[config.mk]
export PLATFORM = sky130hd
export DESIGN_NAME = multi_timer_table
export DESIGN_NICKNAME = d
export VERILOG_FILES = /design/src/rtl/core/mtt_pkg.sv /design/src/rtl/core/mtt_ram.sv /design/src/rtl/core/multi_timer_table.sv
export VERILOG_INCLUDE_DIRS = /design/src /design/src/rtl/core
export SDC_FILE = /design/constraint.sdc
export NUM_CORES = 1
export LEC_CHECK = 0
export BUFFER_PORTS_ARGS = -buffer_cell sky130_fd_sc_hd__buf_2
export CAP_MARGIN = 20
export CORE_MARGIN = 4
export CORE_UTILIZATION = 35
export DETAILED_ROUTE_END_ITERATION = 16
export PLACE_DENSITY = 0.55
export SLEW_MARGIN = 40
export SYNTH_ARGS = -nofsm -noshare
export SYNTH_HDL_FRONTEND = slang
export SYNTH_HIERARCHICAL = 1
export SYNTH_SLANG_ARGS = --single-unit
[constraint.sdc]
create_clock -name clk -period 6.4 [get_ports clk]
set_input_delay 0.32 -clock clk [delete_from_list [all_inputs] [get_ports clk]]
set_output_delay 0.32 -clock clk [all_outputs]
set_load 0.02 [all_outputs]
[src/rtl/core/multi_timer_table_macros.svh]
// assertion macros for the timer table
`ifndef MULTI_TIMER_TABLE_MACROS_SVH
`define MULTI_TIMER_TABLE_MACROS_SVH

`ifndef SYNTHESIS
`define MTT_ASSERT_NOW(label, ante, cons) \
  label: assert property (@(posedge clk) disable iff (rst) (ante) |-> (cons)) \
    else $error("timer table check failed");
`define MTT_ASSERT_NEXT(label, ante, cons) \
  label: assert property (@(posedge clk) disable iff (rst) (ante) |=> (cons)) \
    else $error("timer table check failed");
`else
`define MTT_ASSERT_NOW(label, ante, cons)
`define MTT_ASSERT_NEXT(label, ante, cons)
`endif

`endif

[src/rtl/core/mtt_pkg.sv]
package mtt_pkg;

  localparam int TIMER_COUNT = 16;
  localparam int IDX_W = (TIMER_COUNT > 1) ? $clog2(TIMER_COUNT) : 1;
  localparam logic [IDX_W-1:0] LAST_IDX = IDX_W'(TIMER_COUNT - 1);
  localparam logic [31:0] NO_DEADLINE = 32'hffff_ffff;

  localparam logic [2:0] FUNC_ALLOC   = 3'd0;
  localparam logic [2:0] FUNC_FREE    = 3'd1;
  localparam logic [2:0] FUNC_INIT    = 3'd2;
  localparam logic [2:0] FUNC_SETTIME = 3'd3;
  localparam logic [2:0] FUNC_TICK    = 3'd4;

  localparam logic [1:0] KIND_ALLOC  = 2'd0;
  localparam logic [1:0] KIND_EXPIRY = 2'd1;
  localparam logic [1:0] KIND_TASK   = 2'd2;

  localparam logic [1:0] ENT_FREE  = 2'd0;
  localparam logic [1:0] ENT_ALLOC = 2'd1;
  localparam logic [1:0] ENT_ARMED = 2'd2;

  localparam logic CFG_TASK_INDEX  = 1'b0;
  localparam logic CFG_TASK_ENABLE = 1'b1;

  typedef enum logic [2:0] {
    ST_IDLE,
    ST_ALLOC,
    ST_SCAN,
    ST_DRAIN,
    ST_FLUSH,
    ST_TASK
  } state_t;

  typedef struct packed {
    logic cmd;
    logic issue;
    logic alloc_step;
    logic flush;
    logic task_out;
  } ctrl_t;

endpackage

[src/rtl/core/mtt_ram.sv]
module mtt_ram #(
  parameter int WIDTH = 8,
  parameter int DEPTH = 16,
  localparam int AW = (DEPTH > 1) ? $clog2(DEPTH) : 1
) (
  input  logic             clk,
  input  logic             we,
  input  logic [AW-1:0]    waddr,
  input  logic [WIDTH-1:0] wdata,
  input  logic [AW-1:0]    raddr,
  output logic [WIDTH-1:0] rdata
);

  logic [WIDTH-1:0] mem [DEPTH];

  always_ff @(posedge clk) begin
    if (we) begin
      mem[waddr] <= wdata;
    end
    rdata <= mem[raddr];
  end

endmodule

[src/rtl/core/multi_timer_table.sv]
// channel   direction  transfer when        fields
// command   in         start & !busy        func timer_index timeout_ticks dest_queue data_byte
// result    out        strobe (one cycle)   kind entry_index alloc_ok msg_queue msg_byte last
// config    in         cfg_we               cfg_index cfg_data
//
// free, init, settime and a tick that misses the earliest deadline finish in idle, busy stays low
// alloc walks the status flops one entry a cycle, busy until it finds a free entry or passes the last
// a tick that reaches the earliest deadline reads the entry memories one entry a cycle, then stays
//   busy through the drain and flush states, and the task state when a task switch follows a message
// reset clears the status flops, tick count, earliest deadline and config; memories are not cleared
// results cannot be held off; each strobe is a transfer
`include "multi_timer_table_macros.svh"

module multi_timer_table
  import mtt_pkg::*;
(
  input  logic        clk,
  input  logic        rst,
  input  logic        start,
  output logic        busy,
  input  logic [2:0]  func,
  input  logic [3:0]  timer_index,
  input  logic [31:0] timeout_ticks,
  input  logic [2:0]  dest_queue,
  input  logic [7:0]  data_byte,
  output logic        strobe,
  output logic [1:0]  kind,
  output logic [3:0]  entry_index,
  output logic        alloc_ok,
  output logic [2:0]  msg_queue,
  output logic [7:0]  msg_byte,
  output logic        last,
  input  logic        cfg_we,
  input  logic        cfg_index,
  input  logic [3:0]  cfg_data
);

  state_t state, state_next;
  ctrl_t  ctrl;

  logic [31:0]      tick_count;
  logic [31:0]      earliest;
  logic [1:0]       status [TIMER_COUNT];
  logic [IDX_W-1:0] scan_idx;
  logic             rd_valid;
  logic [IDX_W-1:0] rd_idx;
  logic             task_hit;
  logic             pend_valid;
  logic [IDX_W-1:0] pend_idx;
  logic [2:0]       pend_queue;
  logic [7:0]       pend_byte;
  logic [3:0]       task_index;
  logic             task_enable;

  logic             accept;
  logic             in_range;
  logic [IDX_W-1:0] cmd_idx;
  logic [31:0]      tick_inc;
  logic [31:0]      settime_dl;
  logic [31:0]      cmp_a, cmp_b;
  logic             cmp_gt;
  logic [31:0]      dl_rdata;
  logic [10:0]      msg_rdata;
  logic             dl_we, msg_we;

  assign busy     = (state != ST_IDLE);
  assign accept   = start && (state == ST_IDLE);
  assign in_range = int'(timer_index) < TIMER_COUNT;
  assign cmd_idx  = IDX_W'(timer_index);
  assign tick_inc   = tick_count + 32'd1;
  assign settime_dl = timeout_ticks + tick_count;

  // shared compare: deadline checks in idle, expiry check while scanning
  always_comb begin
    if (state == ST_IDLE) begin
      cmp_a = earliest;
      cmp_b = (func == FUNC_TICK) ? tick_inc : settime_dl;
    end else begin
      cmp_a = dl_rdata;
      cmp_b = tick_count;
    end
  end
  assign cmp_gt = cmp_a > cmp_b;

  assign dl_we  = ctrl.cmd && (func == FUNC_SETTIME) && in_range;
  assign msg_we = ctrl.cmd && (func == FUNC_INIT) && in_range;

  mtt_ram #(.WIDTH(32), .DEPTH(TIMER_COUNT)) u_deadline_ram (
    .clk   (clk),
    .we    (dl_we),
    .waddr (cmd_idx),
    .wdata (settime_dl),
    .raddr (scan_idx),
    .rdata (dl_rdata)
  );

  mtt_ram #(.WIDTH(11), .DEPTH(TIMER_COUNT)) u_message_ram (
    .clk   (clk),
    .we    (msg_we),
    .waddr (cmd_idx),
    .wdata ({dest_queue, data_byte}),
    .raddr (scan_idx),
    .rdata (msg_rdata)
  );

  always_comb begin
    state_next = state;
    case (state)
      ST_IDLE: begin
        if (accept && (func == FUNC_ALLOC)) begin
          state_next = ST_ALLOC;
        end else if (accept && (func == FUNC_TICK) && !cmp_gt) begin
          state_next = ST_SCAN;
        end
      end
      ST_ALLOC: begin
        if ((status[scan_idx] == ENT_FREE) || (scan_idx == LAST_IDX)) begin
          state_next = ST_IDLE;
        end
      end
      ST_SCAN: begin
        if (scan_idx == LAST_IDX) begin
          state_next = ST_DRAIN;
        end
      end
      ST_DRAIN: state_next = ST_FLUSH;
      ST_FLUSH: state_next = (pend_valid && task_hit) ? ST_TASK : ST_IDLE;
      ST_TASK:  state_next = ST_IDLE;
      default:  state_next = ST_IDLE;
    endcase
  end

  always_comb begin
    ctrl = '0;
    case (state)
      ST_IDLE:  ctrl.cmd = accept;
      ST_ALLOC: ctrl.alloc_step = 1'b1;
      ST_SCAN:  ctrl.issue = 1'b1;
      ST_FLUSH: ctrl.flush = 1'b1;
      ST_TASK:  ctrl.task_out = 1'b1;
      default:  ctrl = '0;
    endcase
  end

  always_ff @(posedge clk) begin
    if (rst) begin
      state <= ST_IDLE;
    end else begin
      state <= state_next;
    end
  end

  always_ff @(posedge clk) begin
    if (rst) begin
      tick_count  <= '0;
      earliest    <= NO_DEADLINE;
      status      <= '{default: ENT_FREE};
      scan_idx    <= '0;
      rd_valid    <= 1'b0;
      task_hit    <= 1'b0;
      pend_valid  <= 1'b0;
      strobe      <= 1'b0;
      task_index  <= '0;
      task_enable <= 1'b0;
    end else begin
      strobe   <= 1'b0;
      rd_valid <= ctrl.issue;

      if (cfg_we) begin
        case (cfg_index)
          CFG_TASK_INDEX:  task_index  <= cfg_data;
          CFG_TASK_ENABLE: task_enable <= cfg_data[0];
          default: ;
        endcase
      end

      if (ctrl.issue || ctrl.alloc_step) begin
        scan_idx <= scan_idx + 1'b1;
      end else if (state == ST_IDLE) begin
        scan_idx <= '0;
      end
      if (ctrl.issue) begin
        rd_idx <= scan_idx;
      end

      if (ctrl.cmd) begin
        case (func)
          FUNC_FREE: begin
            if (in_range) begin
              status[cmd_idx] <= ENT_FREE;
            end
          end
          FUNC_SETTIME: begin
            if (in_range) begin
              status[cmd_idx] <= ENT_ARMED;
              if (cmp_gt) begin
                earliest <= settime_dl;
              end
            end
          end
          FUNC_TICK: begin
            tick_count <= tick_inc;
            if (!cmp_gt) begin
              earliest   <= NO_DEADLINE;
              task_hit   <= 1'b0;
              pend_valid <= 1'b0;
            end
          end
          default: ;
        endcase
      end

      if (ctrl.alloc_step) begin
        if (status[scan_idx] == ENT_FREE) begin
          status[scan_idx] <= ENT_ALLOC;
          strobe      <= 1'b1;
          kind        <= KIND_ALLOC;
          entry_index <= 4'(scan_idx);
          alloc_ok    <= 1'b1;
          msg_queue   <= '0;
          msg_byte    <= '0;
          last        <= 1'b1;
        end else if (scan_idx == LAST_IDX) begin
          strobe      <= 1'b1;
          kind        <= KIND_ALLOC;
          entry_index <= '0;
          alloc_ok    <= 1'b0;
          msg_queue   <= '0;
          msg_byte    <= '0;
          last        <= 1'b1;
        end
      end

      // entry read last cycle: expire it or fold it into the earliest deadline
      if (rd_valid && (status[rd_idx] == ENT_ARMED)) begin
        if (!cmp_gt) begin
          status[rd_idx] <= ENT_ALLOC;
          if (task_enable && (int'(rd_idx) == int'(task_index))) begin
            task_hit <= 1'b1;
          end else begin
            if (pend_valid) begin
              strobe      <= 1'b1;
              kind        <= KIND_EXPIRY;
              entry_index <= 4'(pend_idx);
              alloc_ok    <= 1'b0;
              msg_queue   <= pend_queue;
              msg_byte    <= pend_byte;
              last        <= 1'b0;
            end
            pend_valid <= 1'b1;
            pend_idx   <= rd_idx;
            pend_queue <= msg_rdata[10:8];
            pend_byte  <= msg_rdata[7:0];
          end
        end else if (earliest > dl_rdata) begin
          earliest <= dl_rdata;
        end
      end

      if (ctrl.flush) begin
        if (pend_valid) begin
          strobe      <= 1'b1;
          kind        <= KIND_EXPIRY;
          entry_index <= 4'(pend_idx);
          alloc_ok    <= 1'b0;
          msg_queue   <= pend_queue;
          msg_byte    <= pend_byte;
          last        <= !task_hit;
        end else if (task_hit) begin
          strobe      <= 1'b1;
          kind        <= KIND_TASK;
          entry_index <= task_index;
          alloc_ok    <= 1'b0;
          msg_queue   <= '0;
          msg_byte    <= '0;
          last        <= 1'b1;
        end
      end

      if (ctrl.task_out) begin
        strobe      <= 1'b1;
        kind        <= KIND_TASK;
        entry_index <= task_index;
        alloc_ok    <= 1'b0;
        msg_queue   <= '0;
        msg_byte    <= '0;
        last        <= 1'b1;
      end
    end
  end

  `MTT_ASSERT_NOW(a_last_ends_work, strobe && last, state == ST_IDLE)
  `MTT_ASSERT_NOW(a_more_follows, strobe && !last, busy)
  `MTT_ASSERT_NEXT(a_alloc_goes_busy, start && !busy && (func == FUNC_ALLOC), busy)

endmodule

== Word-level counts from Yosys, hierarchy flattened ==
Memories as Yosys holds them, arrays and structs flattened. A register that Yosys moved wholly into a read port is not among the register bits.
Cells that the tools add are included.
Operators by class
  $add $sub $neg: 3
  $mul: 0
  divide/modulo/power cells: 0
  $lt $le $gt $ge: 8
  equality and inequality tests: 15
  shift operators: 0
  muxes and demuxes: 131
  bitwise logic cells: 18
  reduce and logical (&&, ||, !) cells: 27
Operator list (number)
  $mux W32: 16
  $pmux W32 S2: 2
  $mux W8: 10
  $gt A32 B32 Y1: 2
  $mux W1: 52
  $mux W4: 13
  $and A16 B16 Y16: 3
  $not A16 Y16: 3
  $or A16 B16 Y16: 3
  $mux W3: 15
  $mux W2: 17
  $add A32 B1 Y32 const B: 1
  $add A32 B32 Y32: 1
  $and A32 B32 Y32: 1
  $not A32 Y32: 1
  $demux W2 S4: 3
  $bmux W2 S4: 2
  $ge A5 B5 Y1 const B: 3
  $lt A5 B1 Y1 const B: 3
  $not A4 Y5: 3
  $pmux W3 S5: 1
  $eq A3 B2 Y1 const B: 4
  $logic_and A1 B1 Y1: 12
  $eq A3 B3 Y1 const B: 3
  other kinds (17): 28
Word-level totals
  register bits after elaboration: 150
  bits in latches: 0
  memory bits (writable): 688
  ROM bits: 0
  word-level logic and storage cells: 240
  memories: 2
Memories
  u_deadline_ram.mem: words 16, width 32, rd ports 1, clocked after Yosys merged registers in 1, write ports 1, RTL line mtt_ram.sv:14  | logic [WIDTH-1:0] mem [DEPTH];
  u_message_ram.mem: words 16, width 11, rd ports 1, clocked after Yosys merged registers in 1, write ports 1, RTL line mtt_ram.sv:14

== Longest topological paths before layout ==
  depth in word-level cells: 17
  mapped depth: 26
  gate-level depth less buffers: 23

== Hierarchy ==
Netlist, hierarchy kept.
By module, submodules not included
  mtt_ram at u_deadline_ram: instances 1, cells an instance 838, area each 19835.3 um^2, sequential area each 16015.4 um^2
  multi_timer_table: instances 1, cells an instance 1505, area each 11617.4 um^2, sequential area each 3383.2 um^2
  mtt_ram at u_message_ram: instances 1, cells an instance 305, area each 6998.0 um^2, sequential area each 5505.3 um^2

== Worst setup path before layout ==
Ideal clock, no wire load.
  kind: reg-to-reg
  start: register tick_count[2]
  end: register pend_byte[0], enable pin
  arrival: 5.719 ns
  data required time: 5.994 ns
  slack: 0.275 ns
  stages on the path, launching flop included: 20
  buffers on the path: 1
  path through: dfxtp_1 ha_1 o21ai_0 o21ai_0 and4_1 o31ai_1 and2_1 o311ai_0 o22ai_1 nand2_1 o21ai_0 ha_1 nand3_1 nor4_1 nand4b_1 o21ai_1 o21a_1 buf_2 nand2_1 nor3_1
On the way
  longest elaborated chain between the ends: 6
Ends and longest elaborated chain
  start, declared: RTL line multi_timer_table.sv:41  | logic [31:0] tick_count;
  start signal, assigned: RTL line multi_timer_table.sv:202  | tick_count <= tick_inc;
  $add A32 B32 Y32: RTL line multi_timer_table.sv:71  | assign settime_dl = timeout_ticks + tick_count;
  net settime_dl[15]: RTL line multi_timer_table.sv:59  | logic [31:0] settime_dl;
  $mux W32: RTL line multi_timer_table.sv:77  | cmp_b = (func == FUNC_TICK) ? tick_inc : settime_dl;
  $mux W32: RTL line multi_timer_table.sv:75  | if (state == ST_IDLE) begin
  $gt A32 B32 Y1: RTL line multi_timer_table.sv:83  | assign cmp_gt = cmp_a > cmp_b;
  $not A1 Y1 (no line)
  $reduce_and A4 Y1 (no line)
  end signal, assigned: RTL line multi_timer_table.sv:253  | pend_byte <= msg_rdata[7:0];
  end, declared: RTL line multi_timer_table.sv:51  | logic [7:0] pend_byte;
The timed path passes the listed nets, and every way through them passes these cells.
A chain may end at the register's enable or synchronous reset.

== Worst setup path after layout ==
  start: register tick_count[0]
  end: register status[3] (netlist name)
On the way
  longest elaborated chain between the ends: 6
Ends and longest elaborated chain
  $add A32 B32 Y32 / $add A32 B1 Y32 (equally long branches): RTL line multi_timer_table.sv:71, multi_timer_table.sv:70
  $mux W32: RTL line multi_timer_table.sv:77
  $mux W32 *: RTL line multi_timer_table.sv:75
  $gt A32 B32 Y1 *: RTL line multi_timer_table.sv:83
  $mux W32 *: RTL line multi_timer_table.sv:236  | if (!cmp_gt) begin
  $mux W32 *: RTL line multi_timer_table.sv:235  | if (rd_valid && (status[rd_idx] == ENT_ARMED)) begin
  end signal, assigned: RTL line multi_timer_table.sv:157  | status <= '{default: ENT_FREE};
  end signal, assigned by index: RTL line multi_timer_table.sv:215  | status[scan_idx] <= ENT_ALLOC;
  end signal, assigned by index: RTL line multi_timer_table.sv:237  | status[rd_idx] <= ENT_ALLOC;
  end, declared: RTL line multi_timer_table.sv:43  | logic [1:0] status [TIMER_COUNT];
Mark *: on every way between the ends. The rest lies on a longest branch, timed or not.

==> flow_summary.json <==
{
  "synth.avg_cell_area_um2": 14.5,
  "yosysTopAreaCell": "edfxtp_1",
  "worst_hold_slack_ns": 0.0537,
  "grt_max_degree": 76,
  "final_area_um2": 44300,
  "drv_slew": 0,
  "netlist_area_um2": 38500,
  "ir_drop_v": 0.000239,
  "path_class": "flip-flop to flip-flop",
  "highest_layer": "met5",
  "ys_ff_latch": 881,
  "io_pins": 80,
  "postCtsSetupBuffers": 0,
  "synth_most_common_cell": "edfxtp_1",
  "die-height_um": 339,
  "port_buffers": 79,
  "grt_pass1_vias": 24400,
  "synthDistinctLibCells": 90,
  "clock_latency_ns": 0.67,
  "num_rows": 121,
  "numCtsBuffers": 91,
  "synth-main-ff-cell": "edfxtp_1",
  "place.gp.congestion": 0.895,
  "detail_route.wirelength.met1_um": 44300,
  "dieArea_um2": 115000,
  "overflow": 0,
  "synth.top_cell.area_share_pct": 56.7,
  "async_reset_ff_share_pct": 0,
  "syn_nets": 2808,
  "arrival_ns": 6.56,
  "rsz0062_at_grt": "false",
  "ys_top_cells_by_count": "edfxtp_1 (726), nand2_1 (200), nor2_1 (187), mux4_2 (157), dfxtp_1 (155)",
  "start_util_pct": 35.3,
  "hold_path.class": "input pin to flip-flop",
  "hpwl_um": 67600,
  "period_share_pct": 93.6,
  "dp_slack_ns": 0.211,
  "synthTopCellsByArea": "edfxtp_1 (57%), mux4_2 (9.2%), dfxtp_1 (8.1%)",
  "place_area_um2": 41000,
  "dr_wl_met2_um": 51100,
  "outcome": "completed",
  "area_growth_pct": 15.2,
  "cts_buffer_depth": 3,
  "fill_cells": 9936,
  "h-tree-depth": 3,
  "relSlewSlack_pct": 41.9,
  "tightest_slew_ns": 0.870,
  "setup_viol": 0,
  "cp_max_fo": 8,
  "synth-edff-count": 726,
  "antenna_found_initial": 8,
  "dieWidth_um": 339,
  "end_kind": "flip-flop",
  "root_buffer": "clkbuf_16",
  "cp.required_ns": 6.97,
  "coreArea_um2": 109000,
  "cts_tree": "yes",
  "path_clk_slew_ns": 0.06,
  "fmaxAchievable_mhz": 167,
  "power.density_nw_per_um2": 319,
  "cts.sinks": 881,
  "via_per_inst": 5.57,
  "drv_cap": 0,
  "routed_wl_um": 104000,
  "drt-initial-drc-count": 1929,
  "grt_pass1_wl_um": 156000,
  "skew_ns": 0.0588,
  "p_leak_nw": 15.0,
  "yosys_warnings": 6,
  "setup_ws_ns": 0.409,
  "synth_seq_area_share_pct": 64.8,
  "setup.worst_path.start_class": "flip-flop",
  "finalHoldViolations": 0,
  "wl_per_cell_um": 24.2,
  "layout.nets": 2952,
  "drive_above_1_share_pct": 18.6,
  "drc_errors": 0,
  "ant_nets": 0,
  "dr_total_vias": 23900,
  "grtUsageTotal_pct": 17.8,
  "fin_setup_tns_ns": 0,
  "synth_cells": 2648,
  "wl_met3_um": 5400,
  "final.min_clock_period_ns": 5.99,
  "drt_first_pass_iters": 5
}
-- worst paths after layout --
check / slack, ns / startpoint / end / cells after the start
max reg2reg: 0.41 / tick_count[0] / status[3] / 23
min reg2reg: 0.40 / u_message_ram/rdata[4] / pend_byte[4] / 0
max: 0.41 / tick_count[0] / status[3] / 23
min: 0.05 / dest_queue[1] / u_message_ram/mem[6][9] / 1
-- layer usage --
metal	up-vias	track usage (%)
met5	-	0
met4	2	5.31
met3	169	2.46
met2	739	30.1
met1	12300	23.9
li1	10700	-
-- critical path, stage by stage (launching register included) --
cell	delay (ns)
dfxtp_1	0.44
ha_1	0.24
inv_1	0.06
fa_1	0.41
nor2b_1	0.16
o31a_1	0.23
o221ai_1	0.25
a21oi_2	0.36
o2111ai_1	0.20
nand3_1	0.18
nand3_1	0.12
a2111oi_0	0.43
nor4bb_1	0.12
ha_1	0.33
and4_1	0.19
and2_1	0.16
a221o_1	0.35
o21ai_1	0.15
o21a_2	0.31
buf_4	0.17
nand2_1	0.19
nor3b_2	0.48
a31oi_1	0.17
and3_1	0.21
-- per-stage QoR --
| stage | utilization [%] | power [mW] | instances |
|---|---|---|---|
| finish | 40.6 | 14.1 | 4290 |
| global route | 40.6 | 14.8 | 4285 |
| CTS | 40.6 | 14.3 | 4285 |
| detailed placement | 37.6 | 8.88 | 4099 |
| global placement | 37.5 | 8.81 | 4093 |
| floorplan | - | 8.21 | 2648 |
-- flip-flops by register name, summed over array words and instances, names as in the netlist, 8 cells and up --
| name | cells |
|---|---|
| status | 32 |
| u_message_ram/rdata | 11 |
| msg_byte | 8 |
| u_message_ram/mem | 176 |
| tick_count | 32 |
| u_deadline_ram/rdata | 32 |
| u_deadline_ram/mem | 512 |
| earliest | 32 |
| pend_byte | 8 |
-- area by class of cell --
cell class,count,area (µm²),share of cell area [%]
diodes,5,12.5,0.0283
flip-flops and latches,881,24900,56.2
inverters,65,244,0.551
well taps,1414,1770,3.99
clock inverters,36,455,1.03
clock buffers,136,2640,5.96
multi-input cells,1565,12900,29.2
repair buffers,188,1340,3.02
-- cells by family after synthesis --
kind of cell               count (synthesis)  share of synthesized area (%)
AOI/OAI and AO/OA                        539                           9.04
xor gates and xnor gates                  35                          0.797
adders and majority gates                103                           3.36
buffers and inverters                    202                           2.27
DFF                                      881                           64.8
muxes                                    205                           11.1
and+or+nand+nor                          683                           8.64
-- cell usage in the layout, fill, tap and decap left out, types with 23 or more instances in the layout --
cell type,n
a21o_1,23
a21oi_1,128
a22oi_1,95
a31oi_1,25
buf_2,78
buf_4,85
clkbuf_1,27
clkbuf_16,92
dfxtp_1,153
edfxtp_1,726
ha_1,100
inv_1,64
mux2i_1,30
mux4_2,157
nand2_1,199
nand3_1,51
nand4_1,26
nor2_1,165
nor3_1,43
o21ai_0,115
o22ai_1,23
or3_1,24
-- power breakdown --
group	leakage (nW)	internal, mW	switching, mW
Clock	1.51	3.16	2.23
Sequential	7.81	6.34	0.133
Combinational	5.67	0.960	1.32
-- repair_timing --
| item | CTS | global route |
|---|---|---|
| endpoints found under the setup margin | 0 | 88 |
| gates resized for setup | 0 | 4 |
| endpoints found under the hold margin | 91 | 0 |
| hold buffers | 14 | 0 |
(Power assumes the default switching activity.)
